--- config.mk ---
export PLATFORM = sky130hd
export DESIGN_NAME = gbm_cfg
export DESIGN_NICKNAME = d
export VERILOG_FILES = /design/src/gbm_pkg.sv /design/src/gbm_cfg.sv
export SDC_FILE = /design/constraint.sdc
export NUM_CORES = 1
export LEC_CHECK = 0
export BUFFER_PORTS_ARGS = -buffer_cell sky130_fd_sc_hd__clkbuf_2
export CAP_MARGIN = 0
export CORE_MARGIN = 2
export CORE_UTILIZATION = 45
export CTS_CLUSTER_DIAMETER = 120
export DETAILED_ROUTE_END_ITERATION = 10
export GPL_TIMING_DRIVEN = 0
export PLACE_DENSITY = 0.78
export REMOVE_ABC_BUFFERS = 1
export SKIP_LAST_GASP = 1
export SYNTH_ARGS = -nofsm -noshare
export SYNTH_HDL_FRONTEND = slang
export SYNTH_SLANG_ARGS = --single-unit
--- constraint.sdc ---
create_clock -name aclk -period 2.1 [get_ports aclk]
set_input_delay 0.42 -clock aclk [delete_from_list [all_inputs] [get_ports aclk]]
set_output_delay 0.42 -clock aclk [all_outputs]
set_load 0.1 [all_outputs]
--- src/gbm_pkg.sv ---
// Shared types and constants of the 3x3 Gaussian blur core.
package gbm_pkg;

    localparam int PIX_W        = 8;
    localparam int MAX_WIDTH    = 1024;
    localparam int MAX_HEIGHT   = 4096;
    localparam int COL_W        = $clog2(MAX_WIDTH);
    localparam int ROW_W        = $clog2(MAX_HEIGHT);
    localparam int WIDTH_REG_W  = 11;
    localparam int HEIGHT_REG_W = 13;
    localparam int WEIGHT_W     = 8;
    localparam int SHIFT_W      = 4;
    localparam int CFG_ADDR_W   = 5;
    localparam int CFG_DATA_W   = 32;
    localparam int SUM_W        = PIX_W + 2;
    localparam int PROD_W       = SUM_W + WEIGHT_W;
    localparam int CPROD_W      = PIX_W + WEIGHT_W;
    localparam int TOTAL_W      = PROD_W + 3;
    localparam int NUM_KINDS    = 4;

    localparam logic [WIDTH_REG_W-1:0]  RST_IMAGE_WIDTH   = 11'd640;
    localparam logic [HEIGHT_REG_W-1:0] RST_IMAGE_HEIGHT  = 13'd480;
    localparam logic [WEIGHT_W-1:0]     RST_WEIGHT_CORNER = 8'd1;
    localparam logic [WEIGHT_W-1:0]     RST_WEIGHT_EDGE   = 8'd2;
    localparam logic [WEIGHT_W-1:0]     RST_WEIGHT_CENTER = 8'd4;
    localparam logic [SHIFT_W-1:0]      RST_WEIGHT_SHIFT  = 4'd4;

    typedef enum logic [2:0] {
        REG_IMAGE_WIDTH   = 3'd0,
        REG_IMAGE_HEIGHT  = 3'd1,
        REG_WEIGHT_CORNER = 3'd2,
        REG_WEIGHT_EDGE   = 3'd3,
        REG_WEIGHT_CENTER = 3'd4,
        REG_WEIGHT_SHIFT  = 3'd5
    } reg_index_t;

    // result kinds of one item, in emission order
    typedef enum logic [1:0] {
        KIND_ABOVE_PREV = 2'd0,
        KIND_ABOVE_LAST = 2'd1,
        KIND_ROW_PREV   = 2'd2,
        KIND_ROW_LAST   = 2'd3
    } kind_t;

    typedef logic [PIX_W-1:0] pix_t;

    typedef struct packed {
        logic [WIDTH_REG_W-1:0]  image_width;
        logic [HEIGHT_REG_W-1:0] image_height;
        logic [WEIGHT_W-1:0]     weight_corner;
        logic [WEIGHT_W-1:0]     weight_edge;
        logic [WEIGHT_W-1:0]     weight_center;
        logic [SHIFT_W-1:0]      weight_shift;
    } cfg_t;

    typedef struct packed {
        pix_t top;
        pix_t mid;
        pix_t bot;
    } column_t;

    typedef struct packed {
        column_t                left;
        column_t                cen;
        column_t                cur;
        logic [ROW_W-1:0]       row;
        logic [COL_W-1:0]       col;
        logic [NUM_KINDS-1:0]   mask;
    } job_t;

endpackage

--- src/gbm_cfg.sv ---
// APB register file holding frame size and kernel weights.
module gbm_cfg (
    input  logic                               aclk,
    input  logic                               aresetn,
    input  logic                               psel,
    input  logic                               penable,
    input  logic                               pwrite,
    input  logic [gbm_pkg::CFG_ADDR_W-1:0]     paddr,
    input  logic [gbm_pkg::CFG_DATA_W-1:0]     pwdata,
    output logic [gbm_pkg::CFG_DATA_W-1:0]     prdata,
    output logic                               pready,
    output gbm_pkg::cfg_t                      cfg
);
    import gbm_pkg::*;

    cfg_t       cfg_reg;
    cfg_t       cfg_next;
    reg_index_t idx;
    logic       wr;

    assign idx    = reg_index_t'(paddr[CFG_ADDR_W-1:2]);
    assign wr     = psel && penable && pwrite;
    assign pready = 1'b1;
    assign cfg    = cfg_reg;

    always_comb begin
        cfg_next = cfg_reg;
        if (wr) begin
            case (idx)
                REG_IMAGE_WIDTH:   cfg_next.image_width   = pwdata[WIDTH_REG_W-1:0];
                REG_IMAGE_HEIGHT:  cfg_next.image_height  = pwdata[HEIGHT_REG_W-1:0];
                REG_WEIGHT_CORNER: cfg_next.weight_corner = pwdata[WEIGHT_W-1:0];
                REG_WEIGHT_EDGE:   cfg_next.weight_edge   = pwdata[WEIGHT_W-1:0];
                REG_WEIGHT_CENTER: cfg_next.weight_center = pwdata[WEIGHT_W-1:0];
                REG_WEIGHT_SHIFT:  cfg_next.weight_shift  = pwdata[SHIFT_W-1:0];
                default:           cfg_next = cfg_reg;
            endcase
        end
    end

    always_ff @(posedge aclk) begin
        if (!aresetn) begin
            cfg_reg.image_width   <= RST_IMAGE_WIDTH;
            cfg_reg.image_height  <= RST_IMAGE_HEIGHT;
            cfg_reg.weight_corner <= RST_WEIGHT_CORNER;
            cfg_reg.weight_edge   <= RST_WEIGHT_EDGE;
            cfg_reg.weight_center <= RST_WEIGHT_CENTER;
            cfg_reg.weight_shift  <= RST_WEIGHT_SHIFT;
        end else begin
            cfg_reg <= cfg_next;
        end
    end

    always_comb begin
        case (idx)
            REG_IMAGE_WIDTH:   prdata = CFG_DATA_W'(cfg_reg.image_width);
            REG_IMAGE_HEIGHT:  prdata = CFG_DATA_W'(cfg_reg.image_height);
            REG_WEIGHT_CORNER: prdata = CFG_DATA_W'(cfg_reg.weight_corner);
            REG_WEIGHT_EDGE:   prdata = CFG_DATA_W'(cfg_reg.weight_edge);
            REG_WEIGHT_CENTER: prdata = CFG_DATA_W'(cfg_reg.weight_center);
            REG_WEIGHT_SHIFT:  prdata = CFG_DATA_W'(cfg_reg.weight_shift);
            default:           prdata = '0;
        endcase
    end

endmodule

# ---- After elaboration in Yosys (flattened, before gate mapping)
# Cells that the tools add are included.
dict set report word_totals {
  mem_count 0
  latch_bits 0
  ram_bits 0
  in_bits 42
  register_bits 52
  mem_bits_ro 0
  output_inout_bits 85
}
dict set report classes {
  div_mod_pow 0
  reduce_logical 9
  magnitude_cmp 0
  n_eq_ne 5
  n_bitwise 0
  shifts 0
  addsub 0
  muxes 1
  mul 0
}
# op count
set op_table {}
lappend op_table {{13-bit case mux with 6 select lines} 1}
lappend op_table {{2-bit AND reduction} 6}
lappend op_table {{3-bit by 2-bit equality test with 1-bit output, second input constant} 2}
lappend op_table {{3-bit equality test, second input constant} 2}
lappend op_table {{3-bit by 1-bit equality test with 1-bit output, second input constant} 1}
lappend op_table {{3-bit zero test} 1}
lappend op_table {{1-bit logical AND} 2}

# ---- Longest topological paths before layout
dict set report logic_depth {
  depth_word 3
  depth_mapped 5
}

# ---- Worst setup path before layout
# OpenSTA, ideal clock, no wires.
dict set report synth_path {
  kind {register -> output}
  startpoint {register cfg_reg (netlist bit cfg[17])}
  endpoint {output port prdata[5] (netlist name)}
  t_arrival_ps 2836
  path_stages_with_launch 4
  slack_ps -1156
  cell_sequence {dfxtp_1 > mux2_2 > a22oi_1 > o22ai_1}
}
dict set report synth_via {
  elab_chain_len 1
}
# item line
set synth_lines {}
lappend synth_lines {{start: declaration} gbm_cfg.sv:16} ;# cfg_t cfg_reg;
lappend synth_lines {{start signal: assignment} gbm_cfg.sv:50} ;# cfg_reg <= cfg_next;
lappend synth_lines {{13-bit case mux with 6 select lines} gbm_cfg.sv:55} ;# case (idx)
lappend synth_lines {{end: declaration} gbm_cfg.sv:10} ;# output logic [gbm_pkg::CFG_DATA_W-1:0] prdata,
# Every way passes these cells.

# ---- Final worst setup path
dict set report layout_path {
  startpoint {input port paddr[2] (netlist name)}
  endpoint {output port prdata[5] (netlist name)}
}
dict set report layout_via {
  elab_chain_len 2
  word_cells_on_any_way 7
  classes_between {eq/ne: 5; mux: 1; reduce/logical: 1}
}
# item line
set layout_lines {}
lappend layout_lines {{start: declaration} gbm_cfg.sv:8} ;# input logic [gbm_pkg::CFG_ADDR_W-1:0] paddr,
lappend layout_lines {{3-bit equality test (tied with other cells)} gbm_cfg.sv:55}
lappend layout_lines {{13-bit case mux with 6 select lines *} gbm_cfg.sv:55}
# Every way passes the cells marked *; elsewhere a longest branch is shown, timed or not.

==> flow_metrics.tcl <==
set metrics [dict create \
    cp-startpoint "paddr[2]" \
    cap_viol_max_count 0 \
    synth_top_area_share_pct 39.6 \
    die_w_um 80.4 \
    drv_slew 0 \
    power_switching_w 0.000710 \
    fin_cells 425 \
    ios 127 \
    hold_viol 0 \
    p_sw_share_pct 33.5 \
    finalWorstPathRequiredPeriod_ns 2.07 \
    ir_worst_vdd_uv 357 \
    setup_viol 0 \
    antenna_found_initial 0 \
    num-fill-cells 522 \
    fp.dieArea_um2 6470 \
    crit_required_ns 1.68 \
    arrival_ns 1.65 \
    antennaDiodeCount 0 \
    clock_sinks 52 \
    dpl_worst_slack_ns -0.681 \
    clock_latency_ns 0.30 \
    viasPerCell 5.10 \
    grt-ovfl-total 0 \
    cts_buffer_depth 2 \
    synth_seq_area_share_pct 39.6 \
    leakage_nw 1.40 \
    multi_input_area_um2 1410 \
    via_count 2168 \
    crit_buf_inv 2 \
    cts_root_buf "clkbuf_8" \
    cts.clk_slew.worst_paths_ns 0.09 \
    drc 0 \
    period_share_pct 98.7 \
    ys_types 35 \
    drt_iter0_drc 86 \
    grt_max_degree 69 \
    critPathMaxFanout 29 \
    die_h_um 80.4 \
    drtAntennaViolNets 0 \
    r2r_end "cfg[13]" \
    slew_headroom_pct 15.9 \
    hold_path.class "in2reg" \
    place_congestion 0.734 \
    dp_hpwl_mm 4.38 \
    internal_power_w 0.00141 \
    ys_seq_elements 52 \
    numCtsBuffers 5 \
    seq_power_share_pct 47.2 \
    cp.depth 5 \
    first_pass_iters 4 \
    comb_power_share_pct 22.0 \
    cp_top_family "buffers and inverters" \
    start_kind "input port" \
    max_freq_mhz 483 \
    gr-usage-all-layers_pct 19.8 \
    finalClockSkew_ns 0 \
    rr_startpoint "cfg[13]" \
    critPathMaxStageDelay_ns 0.38 \
    powerDensity_nw_per_um2 676 \
    core_area_um2 5570 \
    nNetsFinal 396 \
    area_growth_syn_to_layout_pct 19.2 \
    rsz0062_at_grt "yes" \
    placedCellCount 419 \
    rr_worst_depth 2 \
    avgSynthCellArea_um2 9.32 \
    finalHoldWorstSlack_ns 0.344 \
    num_rows 27 \
    power_frac_clock_pct 30.9 \
    final_area_um2 3130 \
    h-tree-depth 2 \
    register_area_um2 1040 \
    worstMarginPinSlew_ns 1.26 \
    path_class "in2out" \
    final_core_util_pct 56.2 \
    portBuffers 85 \
    synthTopCellsByArea "dfxtp_1 40%, mux2i_1 23%, nand2_1 8.6%" \
    initial_core_util_pct 47.1 \
    routed_wl_mm 6.32 \
    crit_end "prdata[5]" \
    reg2reg_slack_ns 1.32 \
    drive_gt1_share_pct 30.6 \
    synth.largest_area_cell "dfxtp_1" \
    grt_pass1_vias 1989 \
    wl_per_cell_um 14.9 \
    largest_register_ff_count 52 \
    cts_tree "yes" \
    cp-end-kind "output port" \
    cp_slowest_cell "mux2_2" \
    placed_cell_area_um2 2980 \
    syn_area_um2 2630 \
    synth_cells 282 \
    status "completed" \
    critical_path.cell_chain "clkbuf_8 > mux2_2 > a22oi_1 > o22ai_1 > clkbuf_4" \
    setup_slack_ns 0.0280 \
    synth_warnings 0 \
    grt_pass1_wl_mm 9.87 \
]
stage by stage:
step                total power, W  setup TNS (ns)
finish                     0.00212               0
global route               0.00218         -0.0148
CTS                        0.00213               0
detailed placement         0.00148           -7.51
global placement           0.00147           -6.52
floorplan                  0.00138          -10.48
worst min-delay path by stage:
stage,endpoint,slack (ns),depth (start not counted),from
floorplan,cfg[50],0.51,1,aresetn
global placement,cfg[39],0.45,2,cfg[39]
detailed placement,cfg[40],0.46,2,cfg[40]
CTS,cfg[40],0.34,3,pwdata[12]
global route,cfg[40],0.36,3,pwdata[12]
finish,cfg[39],0.34,3,pwdata[11]
kinds of logic after synthesis:
group / share of synthesized area, %
compound gates: 7.14
other cells: 0.286
flops: 39.6
mux: 25.9
buf+inv: 9.67
simple gates: 17.4
repair_timing:
item,in CTS,in global routing
hold buffers,0,0
gates resized for setup,15,3
buffers inserted,0,0
setup endpoints to repair,13,3
worst min-delay path, stage by stage:
cell and delay, ns:
clkbuf_2 0.08, nand2_1 0.05, mux2i_1 0.06
placed cells by master (no fill, tap or decap), types with 2 or more instances in the layout:
cell type	synthesis	routed
o311ai_0	4	4
nor2_1	5	4
clkbuf_2	0	75
nor2b_1	10	10
and3_1	2	2
conb_1	2	20
o21ai_0	5	5
mux2i_1	60	60
buf_4	22	2
nand2_1	60	60
clkbuf_8	0	9
mux2_2	7	7
inv_1	6	6
nor3_4	2	2
a22oi_1	3	3
a221oi_1	2	2
a21oi_1	3	3
o221ai_1	4	4
dfxtp_1	52	52
nor2_2	2	3
clkbuf_4	0	4
synth_stat cells:
library cell and number:
o21a_1 1, and3b_1 1, a21oi_1 3, buf_1 1, dfxtp_1 52, and3_1 2, nand2b_1 2, nand4b_4 1
o31ai_1 1, o311ai_0 4, mux2_2 7, nor3_4 2, or2_2 1, o2bb2ai_1 1, conb_1 2, o21ai_0 5
o22ai_1 1, o221ai_1 4, nand4_2 1, nor2_2 2, o211ai_1 1, nor2b_1 10, nor3_1 1, nor3b_1 1
nor2_4 1, mux2i_1 60, nor2_1 5, nand2_1 60, a22oi_1 3, a221oi_1 2, buf_2 5, inv_1 6
or3_1 1, buf_4 22, clkbuf_1 10
power groups by stage:
stage | clock [W] | sequential (W) | combinational, W
floorplan | 0 | 0.00108 | 0.000301
global placement | 0 | 0.00102 | 0.000452
detailed placement | 0 | 0.00102 | 0.000455
CTS | 0.000666 | 0.000999 | 0.000465
global route | 0.000696 | 0.00100 | 0.000487
finish | 0.000654 | 0.000999 | 0.000466
layer usage:
metal  global-route usage, %  wire [um]
met1                    26.1       2900
met2                    32.9       3000
met3                    4.16        351
met4                    5.08         70
met5                       0          0
area by class of cell:
cell class / count / area share (%)
Timing Repair Buffer: 85 / 15.2
Sequential cell: 52 / 33.2
Tap cell: 72 / 2.88
Clock buffer: 5 / 2.20
Clock inverter: 1 / 0.958
Inverter: 6 / 0.719
Multi-Input combinational cell: 204 / 44.8
(Power assumes the default switching activity.)
