**config.mk**
```make
export PLATFORM = sky130hd
export DESIGN_NAME = gbm_emit
export DESIGN_NICKNAME = d
export VERILOG_FILES = /design/src/gbm_pkg.sv /design/src/gbm_emit.sv
export SDC_FILE = /design/constraint.sdc
export NUM_CORES = 1
export LEC_CHECK = 0
export BUFFER_PORTS_ARGS = -buffer_cell sky130_fd_sc_hd__buf_2
export CAP_MARGIN = 20
export CORE_MARGIN = 2
export CORE_UTILIZATION = 55
export DETAILED_ROUTE_END_ITERATION = 8
export HOLD_SLACK_MARGIN = 0.03
export PLACE_DENSITY_LB_ADDON = 0.2
export SYNTH_ARGS = -nofsm -noshare
export SYNTH_HDL_FRONTEND = slang
export SYNTH_SLANG_ARGS = --single-unit
```
**constraint.sdc**
```tcl
create_clock -name aclk -period 7.6 [get_ports aclk]
set_input_delay 0.76 -clock aclk [delete_from_list [all_inputs] [get_ports aclk]]
set_output_delay 0.76 -clock aclk [all_outputs]
set_load 0.02 [all_outputs]
```
**src/gbm_pkg.sv**
```systemverilog
// Shared types and constants of the 3x3 Gaussian blur core.
package gbm_pkg;

    localparam int PIX_W        = 8;
    localparam int MAX_WIDTH    = 1024;
    localparam int MAX_HEIGHT   = 4096;
    localparam int COL_W        = $clog2(MAX_WIDTH);
    localparam int ROW_W        = $clog2(MAX_HEIGHT);
    localparam int WIDTH_REG_W  = 11;
    localparam int HEIGHT_REG_W = 13;
    localparam int WEIGHT_W     = 8;
    localparam int SHIFT_W      = 4;
    localparam int CFG_ADDR_W   = 5;
    localparam int CFG_DATA_W   = 32;
    localparam int SUM_W        = PIX_W + 2;
    localparam int PROD_W       = SUM_W + WEIGHT_W;
    localparam int CPROD_W      = PIX_W + WEIGHT_W;
    localparam int TOTAL_W      = PROD_W + 3;
    localparam int NUM_KINDS    = 4;

    localparam logic [WIDTH_REG_W-1:0]  RST_IMAGE_WIDTH   = 11'd640;
    localparam logic [HEIGHT_REG_W-1:0] RST_IMAGE_HEIGHT  = 13'd480;
    localparam logic [WEIGHT_W-1:0]     RST_WEIGHT_CORNER = 8'd1;
    localparam logic [WEIGHT_W-1:0]     RST_WEIGHT_EDGE   = 8'd2;
    localparam logic [WEIGHT_W-1:0]     RST_WEIGHT_CENTER = 8'd4;
    localparam logic [SHIFT_W-1:0]      RST_WEIGHT_SHIFT  = 4'd4;

    typedef enum logic [2:0] {
        REG_IMAGE_WIDTH   = 3'd0,
        REG_IMAGE_HEIGHT  = 3'd1,
        REG_WEIGHT_CORNER = 3'd2,
        REG_WEIGHT_EDGE   = 3'd3,
        REG_WEIGHT_CENTER = 3'd4,
        REG_WEIGHT_SHIFT  = 3'd5
    } reg_index_t;

    // result kinds of one item, in emission order
    typedef enum logic [1:0] {
        KIND_ABOVE_PREV = 2'd0,
        KIND_ABOVE_LAST = 2'd1,
        KIND_ROW_PREV   = 2'd2,
        KIND_ROW_LAST   = 2'd3
    } kind_t;

    typedef logic [PIX_W-1:0] pix_t;

    typedef struct packed {
        logic [WIDTH_REG_W-1:0]  image_width;
        logic [HEIGHT_REG_W-1:0] image_height;
        logic [WEIGHT_W-1:0]     weight_corner;
        logic [WEIGHT_W-1:0]     weight_edge;
        logic [WEIGHT_W-1:0]     weight_center;
        logic [SHIFT_W-1:0]      weight_shift;
    } cfg_t;

    typedef struct packed {
        pix_t top;
        pix_t mid;
        pix_t bot;
    } column_t;

    typedef struct packed {
        column_t                left;
        column_t                cen;
        column_t                cur;
        logic [ROW_W-1:0]       row;
        logic [COL_W-1:0]       col;
        logic [NUM_KINDS-1:0]   mask;
    } job_t;

endpackage

```
**src/gbm_emit.sv**
```systemverilog
// Walks the results of one job and runs the weighted sum, rounding and clamp.
module gbm_emit (
    input  logic                      aclk,
    input  logic                      aresetn,
    input  gbm_pkg::cfg_t             cfg,
    input  logic                      job_valid,
    output logic                      job_ready,
    input  gbm_pkg::job_t             job,
    output logic                      m_tvalid,
    input  logic                      m_tready,
    output gbm_pkg::pix_t             m_pixel,
    output logic [gbm_pkg::ROW_W-1:0] m_row,
    output logic [gbm_pkg::COL_W-1:0] m_col,
    output logic                      m_last,
    output logic                      m_done
);
    import gbm_pkg::*;

    job_t                 jb_reg;
    logic [NUM_KINDS-1:0] mask_reg, mask_next, remaining;
    kind_t                kind;
    logic                 pipe_en, busy, emit, last_adv, load;
    column_t              col_x, col_y, col_z;

    logic                 a_valid_reg;
    logic [SUM_W-1:0]     a_corner_reg, a_side_reg;
    pix_t                 a_center_reg;
    logic [ROW_W-1:0]     a_row_reg;
    logic [COL_W-1:0]     a_col_reg;
    logic                 a_last_reg, a_done_reg;

    logic                 b_valid_reg;
    logic [PROD_W-1:0]    b_corner_reg, b_side_reg;
    logic [CPROD_W-1:0]   b_center_reg;
    logic [ROW_W-1:0]     b_row_reg;
    logic [COL_W-1:0]     b_col_reg;
    logic                 b_last_reg, b_done_reg;

    logic                 m_valid_reg;
    pix_t                 m_pixel_reg, m_pixel_next;
    logic [ROW_W-1:0]     m_row_reg;
    logic [COL_W-1:0]     m_col_reg;
    logic                 m_last_reg, m_done_reg;

    logic [TOTAL_W-1:0]   rnd, total, shifted;

    assign pipe_en = !m_valid_reg || m_tready;
    assign busy    = mask_reg != '0;

    always_comb begin
        if (mask_reg[KIND_ABOVE_PREV]) begin
            kind = KIND_ABOVE_PREV;
        end else if (mask_reg[KIND_ABOVE_LAST]) begin
            kind = KIND_ABOVE_LAST;
        end else if (mask_reg[KIND_ROW_PREV]) begin
            kind = KIND_ROW_PREV;
        end else begin
            kind = KIND_ROW_LAST;
        end
    end

    assign remaining = mask_reg & ~(NUM_KINDS'(1) << kind);
    assign emit      = busy && pipe_en;
    assign last_adv  = emit && (remaining == '0);
    assign job_ready = !busy || last_adv;
    assign load      = job_valid && job_ready;

    always_comb begin
        mask_next = mask_reg;
        if (load) begin
            mask_next = job.mask;
        end else if (emit) begin
            mask_next = remaining;
        end
    end

    always_ff @(posedge aclk) begin
        if (!aresetn) begin
            mask_reg <= '0;
        end else begin
            mask_reg <= mask_next;
        end
    end

    always_ff @(posedge aclk) begin
        if (load) begin
            jb_reg <= job;
        end
    end

    // kind bit 0 shifts the window right, bit 1 drops the top row
    always_comb begin
        col_x = kind[0] ? jb_reg.cen : jb_reg.left;
        col_y = kind[0] ? jb_reg.cur : jb_reg.cen;
        col_z = jb_reg.cur;
        if (kind[1]) begin
            col_x.top = col_x.mid;
            col_x.mid = col_x.bot;
            col_y.top = col_y.mid;
            col_y.mid = col_y.bot;
            col_z.top = col_z.mid;
            col_z.mid = col_z.bot;
        end
    end

    always_ff @(posedge aclk) begin
        if (!aresetn) begin
            a_valid_reg <= 1'b0;
            b_valid_reg <= 1'b0;
            m_valid_reg <= 1'b0;
        end else if (pipe_en) begin
            a_valid_reg <= emit;
            b_valid_reg <= a_valid_reg;
            m_valid_reg <= b_valid_reg;
        end
    end

    always_ff @(posedge aclk) begin
        if (pipe_en) begin
            a_corner_reg <= SUM_W'(col_x.top) + SUM_W'(col_x.bot)
                          + SUM_W'(col_z.top) + SUM_W'(col_z.bot);
            a_side_reg   <= SUM_W'(col_x.mid) + SUM_W'(col_z.mid)
                          + SUM_W'(col_y.top) + SUM_W'(col_y.bot);
            a_center_reg <= col_y.mid;
            a_row_reg    <= kind[1] ? jb_reg.row : jb_reg.row - ROW_W'(1);
            a_col_reg    <= kind[0] ? jb_reg.col : jb_reg.col - COL_W'(1);
            a_last_reg   <= remaining == '0;
            a_done_reg   <= kind == KIND_ROW_LAST;

            b_corner_reg <= PROD_W'(a_corner_reg) * PROD_W'(cfg.weight_corner);
            b_side_reg   <= PROD_W'(a_side_reg) * PROD_W'(cfg.weight_edge);
            b_center_reg <= CPROD_W'(a_center_reg) * CPROD_W'(cfg.weight_center);
            b_row_reg    <= a_row_reg;
            b_col_reg    <= a_col_reg;
            b_last_reg   <= a_last_reg;
            b_done_reg   <= a_done_reg;

            m_pixel_reg  <= m_pixel_next;
            m_row_reg    <= b_row_reg;
            m_col_reg    <= b_col_reg;
            m_last_reg   <= b_last_reg;
            m_done_reg   <= b_done_reg;
        end
    end

    always_comb begin
        if (cfg.weight_shift == '0) begin
            rnd = '0;
        end else begin
            rnd = TOTAL_W'(1) << (cfg.weight_shift - SHIFT_W'(1));
        end
        total   = TOTAL_W'(b_corner_reg) + TOTAL_W'(b_side_reg)
                + TOTAL_W'(b_center_reg) + rnd;
        shifted = total >> cfg.weight_shift;
        if (shifted > TOTAL_W'({PIX_W{1'b1}})) begin
            m_pixel_next = {PIX_W{1'b1}};
        end else begin
            m_pixel_next = shifted[PIX_W-1:0];
        end
    end

    assign m_tvalid = m_valid_reg;
    assign m_pixel  = m_pixel_reg;
    assign m_row    = m_row_reg;
    assign m_col    = m_col_reg;
    assign m_last   = m_last_reg;
    assign m_done   = m_done_reg;

endmodule

```
# --- Yosys cells after proc, flatten, opt, wreduce, memory -nomap -nowiden ---
# Cells that the tools add are included.
word_totals:
  ff_bits: 261
  input_bits: 154
  out_inout_bits: 34
  word_cells: 80
op_classes:
  addsub: 12
  n_mul: 3
  order_cmp: 1
  n_eq_ne: 1
  shifts: 3
  muxes: 13
  bitwise: 2
  n_reduce_logical: 11
op_table:
  columns: ["operator", "n"]
  rows:
  - ["16-bit two-way mux", 3]
  - ["24-bit two-way mux", 2]
  - ["10-bit by 8-bit multiplier with 18-bit output", 2]
  - ["20-bit by 21-bit adder with 21-bit output", 1]
  - ["21-bit by 8-bit greater-than comparator with 1-bit output, second input constant", 1]
  - ["21-bit two-way mux", 1]
  - ["1-bit by 4-bit left shift with 21-bit output, first input constant", 1]
  - ["21-bit by 4-bit >> shifter with 21-bit output", 1]
  - ["10-bit by 8-bit adder with 10-bit output", 2]
  - ["19-bit by 16-bit adder with 20-bit output", 1]
  - ["9-bit by 8-bit adder with 10-bit output", 2]
  - ["18-bit by 18-bit adder with 19-bit output", 1]
  - ["8-bit by 8-bit adder with 9-bit output", 2]
  - ["8-bit by 8-bit multiplier with 16-bit output", 1]
  - ["12-bit two-way mux", 1]
  - ["12-bit by 1-bit subtractor with 12-bit output, second input constant", 1]
  - ["10-bit two-way mux", 1]
  - ["10-bit by 1-bit subtractor with 10-bit output, second input constant", 1]
  - ["4-bit logical NOT", 2]
  - ["4-bit two-way mux", 2]
  - ["4-bit bitwise AND", 1]
  - ["2-bit two-way mux", 2]
  - ["4-bit NOT", 1]
  - ["4-bit nonzero test", 1]
  - ["other kinds (8)", 12]

# --- Longest topological paths before layout ---
logic_depth:
  ltp_word: 11
  ltp_mapped: 21
  ltp_nobuf: 20

# --- Worst setup path after synthesis ---
# No wires, ideal clock.
synth_timing:
  path_type: "input to register"
  from: "in m_tready"
  to: "reg mask_reg[3]"
  setup_ns: 0.144
  t_arrival_ns: 7.743
  setup_slack_ns: -0.287
  cell_stages: 8
  path_cell_list: "nor2b_1 inv_1 a21o_1 and2_1 clkbuf_1 o21ai_0 nand2_1 a21boi_0"
synth_via:
  elab_chain_len: 6
synth_lines:
  columns: ["element", "line", "text"]
  rows:
  - ["start, declared", "gbm_emit.sv:10", "input logic m_tready,"]
  - ["1-bit logical OR (*)", "gbm_emit.sv:47", "assign pipe_en = !m_valid_reg || m_tready;"]
  - ["via pipe_en", "gbm_emit.sv:22", "logic pipe_en, busy, emit, last_adv, load;"]
  - ["1-bit logical AND (*)", "gbm_emit.sv:63", "assign emit = busy && pipe_en;"]
  - ["1-bit logical AND (*)", "gbm_emit.sv:64", "assign last_adv = emit && (remaining == '0);"]
  - ["1-bit logical OR (*)", "gbm_emit.sv:65", "assign job_ready = !busy || last_adv;"]
  - ["via job_ready", "gbm_emit.sv:7", "output logic job_ready,"]
  - ["1-bit logical AND (*)", "gbm_emit.sv:66", "assign load = job_valid && job_ready;"]
  - ["via load", "gbm_emit.sv:22", null]
  - ["4-bit two-way mux or 2-bit nonzero test (tied branches)", null, null]
  - ["end signal, assigned", "gbm_emit.sv:81", "mask_reg <= mask_next;"]
  - ["end, declared", "gbm_emit.sv:20", "logic [NUM_KINDS-1:0] mask_reg, mask_next, remaining;"]
# Mark *: on every way through the listed nets, which the timed path passes. The rest lies on a longest branch.
# A chain may end at the register's enable or synchronous reset.

# --- Final worst setup path ---
layout_timing:
  from: "in cfg[1] (netlist bit)"
  to: "reg m_pixel_reg[6] (netlist: m_pixel[6]) (data pin)"
layout_via:
  elab_chain_len: 6
layout_lines:
  columns: ["element", "line", "text"]
  rows:
  - ["start, declared", "gbm_emit.sv:5", "input gbm_pkg::cfg_t cfg,"]
  - ["4-bit by 1-bit subtractor with 4-bit output", "gbm_emit.sv:150", "rnd = TOTAL_W'(1) << (cfg.weight_shift - SHIFT_W'(1));"]
  - ["1-bit by 4-bit left shift with 21-bit output", "gbm_emit.sv:150", null]
  - ["21-bit two-way mux", "gbm_emit.sv:147", "if (cfg.weight_shift == '0) begin"]
  - ["20-bit by 21-bit adder with 21-bit output", "gbm_emit.sv:153", "+ TOTAL_W'(b_center_reg) + rnd;"]
  - ["21-bit by 4-bit >> shifter with 21-bit output (*)", "gbm_emit.sv:154", "shifted = total >> cfg.weight_shift;"]
  - ["21-bit by 8-bit greater-than comparator with 1-bit output", "gbm_emit.sv:155", "if (shifted > TOTAL_W'({PIX_W{1'b1}})) begin"]
  - ["end signal, assigned", "gbm_emit.sv:138", "m_pixel_reg <= m_pixel_next;"]
  - ["end, declared", "gbm_emit.sv:40", "pix_t m_pixel_reg, m_pixel_next;"]
# Every way passes the cells marked *; elsewhere a longest branch is shown, timed or not.

==> out/metrics.csv <==
metric,value,unit
drv_slew,0,
gr-total-overflow,0,
synth_seq_cells,261,
synthToLayoutAreaGrowth,10.14,%
r2r_slack,2.21,ns
finalSetupTns,0,ns
period_needed,5.598,ns
drive_above_1_share,13.55,%
cts_buffer_depth,3,
synth_edf_count,254,
yosysMostFrequentCell,inv_1,
cts_resized,0,
synth_flop_cell,edfxtp_1,
numPortBuffers,163,
coreArea,0.03679,sq mm
cp.required,7.86,ns
period_share,73.66,%
rsz0062_at_grt,false,
grt_antenna_before_repair,8,
vias_per_cell,5.410,
die_w,197.6,um
synth_seq_area_share,37.67,%
ant_nets,0,
wl_per_cell,16.53,um
cts_tree,yes,
cts_buffers,28,
postCtsHoldBufs,0,
vias,13490,
yosys.area.top_type,edfxtp_1,
min_path_cells,1,
yosysUniqueCellTypes,81,
tightest_slew,1.076,ns
synthArstFlopShare,0,%
grt_pass1_wl,68240,um
hold_viol,0,
clk_pin_slew_worst_paths,0.06,ns
synth.area.top_cells,"edfxtp_1 (37%), fa_1 (19%), ha_1 (9.4%), inv_1 (5.0%), and2_1 (3.7%)",
gp_congestion,0.8939,
nets,2507,
start_kind,primary input,
critPathCaptureType,flip-flop,
first_iter_violations,615,
final-setup-viol-count,0,
post_cts_buffers,0,
synth_top_area_share,36.99,%
dieArea,0.03906,sq mm
reg2reg_from,a_corner_reg[2]$_DFFE_PP_,
syn_area_per_cell,11.14,sq um
grt_pass1_vias,13980,
cts.htree.levels,1,
worst-setup-path-type,in2reg,
hpwlAfterDp,32690,um
cts_root_buf,clkbuf_16,
drt-pass1-iter-count,5,
insertion_delay,0.58,ns
netlist_area,0.02062,sq mm
routed_wl,41200,um
grt_use_total,21.97,%
skew,0.03283,ns
min_path_type,in2reg,
die_h,197.6,um
arrival,5.86,ns
r2r_end,b_corner_reg[17]$_DFFE_PP_,
min_to,jb_reg[88]$_DFFE_PP_,
outcome,finished clean,
syn_inst,1851,
pin_count,188,
post-route-drc-count,0,
critPathMaxFanout,28,
ys_warn_count,0,
largest_reg_flops,86,
cts.sinks,261,
initial_utilization,56.06,%
grt_start_max_net_pins,89,
reg2reg_depth,17,
slew_headroom,28.27,%
yosys-top-cells-count,"inv_1 (274), edfxtp_1 (254), fa_1 (197)",
std_cell_rows,70,
synthesis.nets,2357,
max_clock_freq,178.6,MHz
cap_violations,0,
hp-start,job[88],
utilization,61.74,%
[routing by layer]
layer	GRT usage (%)	routed length, um	up-vias
met4	7.574	1429	10
met2	37.94	20130	314
met5	0	74	-
met3	3.910	2092	86
met1	27.99	17470	6564
li1	-	-	6512
[critical path: stages]
cell and delay [ns]:
buf_2 0.40, clkinv_1 0.18, nor2_1 0.51, nand2_1 0.18, fa_1 0.51, inv_1 0.06, fa_1 0.53, a211oi_4 0.33
o21ai_2 0.16, a2111oi_4 0.46, or2_4 0.23, o311a_4 0.22, mux2i_1 0.09, o21ai_0 0.34, or2b_4 0.31, nor4bb_1 0.26
buf_4 0.20, a32oi_1 0.10
[through the flow]
| step | area (sq um) | hold slack [ns] | setup WS [ns] | cells |
|---|---|---|---|---|
| 2_1_floorplan | 20620 | 0.4003 | 1.304 | 1851 |
| 3_3_place_gp | 21800 | 0.4006 | 1.530 | 2439 |
| 3_5_place_dp | 21800 | 0.4045 | 1.484 | 2439 |
| 4_1_cts | 22710 | 0.3115 | 2.067 | 2490 |
| 5_1_grt | 22710 | 0.3250 | 1.653 | 2492 |
| 6_report | 22710 | 0.3504 | 2.002 | 2493 |
[area by class of cell]
class                           count  area (sq um)
Clock buffer                       30         708.2
Antenna cell                        3         7.507
Fill cell                        3000         14070
Multi-Input combinational cell   1261         11520
Inverter                          277          1044
Sequential cell                   261          7767
Tap cell                          468         585.6
Timing Repair Buffer              172         883.3
Clock inverter                     21         196.4
[kinds of logic after synthesis]
| family | count (synthesis) | synth area share, % |
|---|---|---|
| buffers and inverters | 329 | 6.541 |
| AOI/OAI and AO/OA | 255 | 8.282 |
| other | 1 | 0.01819 |
| adders and majority gates | 353 | 28.58 |
| and+or+nand+nor | 502 | 11.71 |
| muxes | 82 | 4.314 |
| xor gates and xnor gates | 68 | 2.888 |
| DFF | 261 | 37.67 |
[layout by cell type (no fill, tap or decap), types with 7 or more instances in the layout]
cell and count:
inv_1 273, edfxtp_1 254, fa_1 197, nand2_1 186, buf_2 163, ha_1 155
and2_1 121, nor2_1 107, a21oi_1 64, o21ai_0 59, mux2i_1 54, xnor2_1 47
clkbuf_16 28, mux2_2 25, nor3_1 21, xor2_1 21, a21o_1 19, nor2b_1 15
a21boi_0 13, a211oi_1 11, o21bai_1 10, buf_4 9, nor4_1 8, o211ai_1 8
dfxtp_1 7
[worst max path at each step]
stage             start                        to  slack (ns)  depth (start not counted)
2_1_floorplan  m_tready  mask_reg[3]$_SDFFE_PN0P_        1.30                          8
3_3_place_gp     cfg[1]  m_pixel[6]$_SDFFCE_PN1P_        1.53                         18
3_5_place_dp     cfg[1]  m_pixel[6]$_SDFFCE_PN1P_        1.48                         18
4_1_cts          cfg[1]  m_pixel[6]$_SDFFCE_PN1P_        2.07                         18
5_1_grt          cfg[1]  m_pixel[6]$_SDFFCE_PN1P_        1.65                         18
6_report         cfg[1]  m_pixel[6]$_SDFFCE_PN1P_        2.00                         18
Power is not shown: default switching activity piles up to over one toggle a cycle in this logic, so the estimate is an artifact.
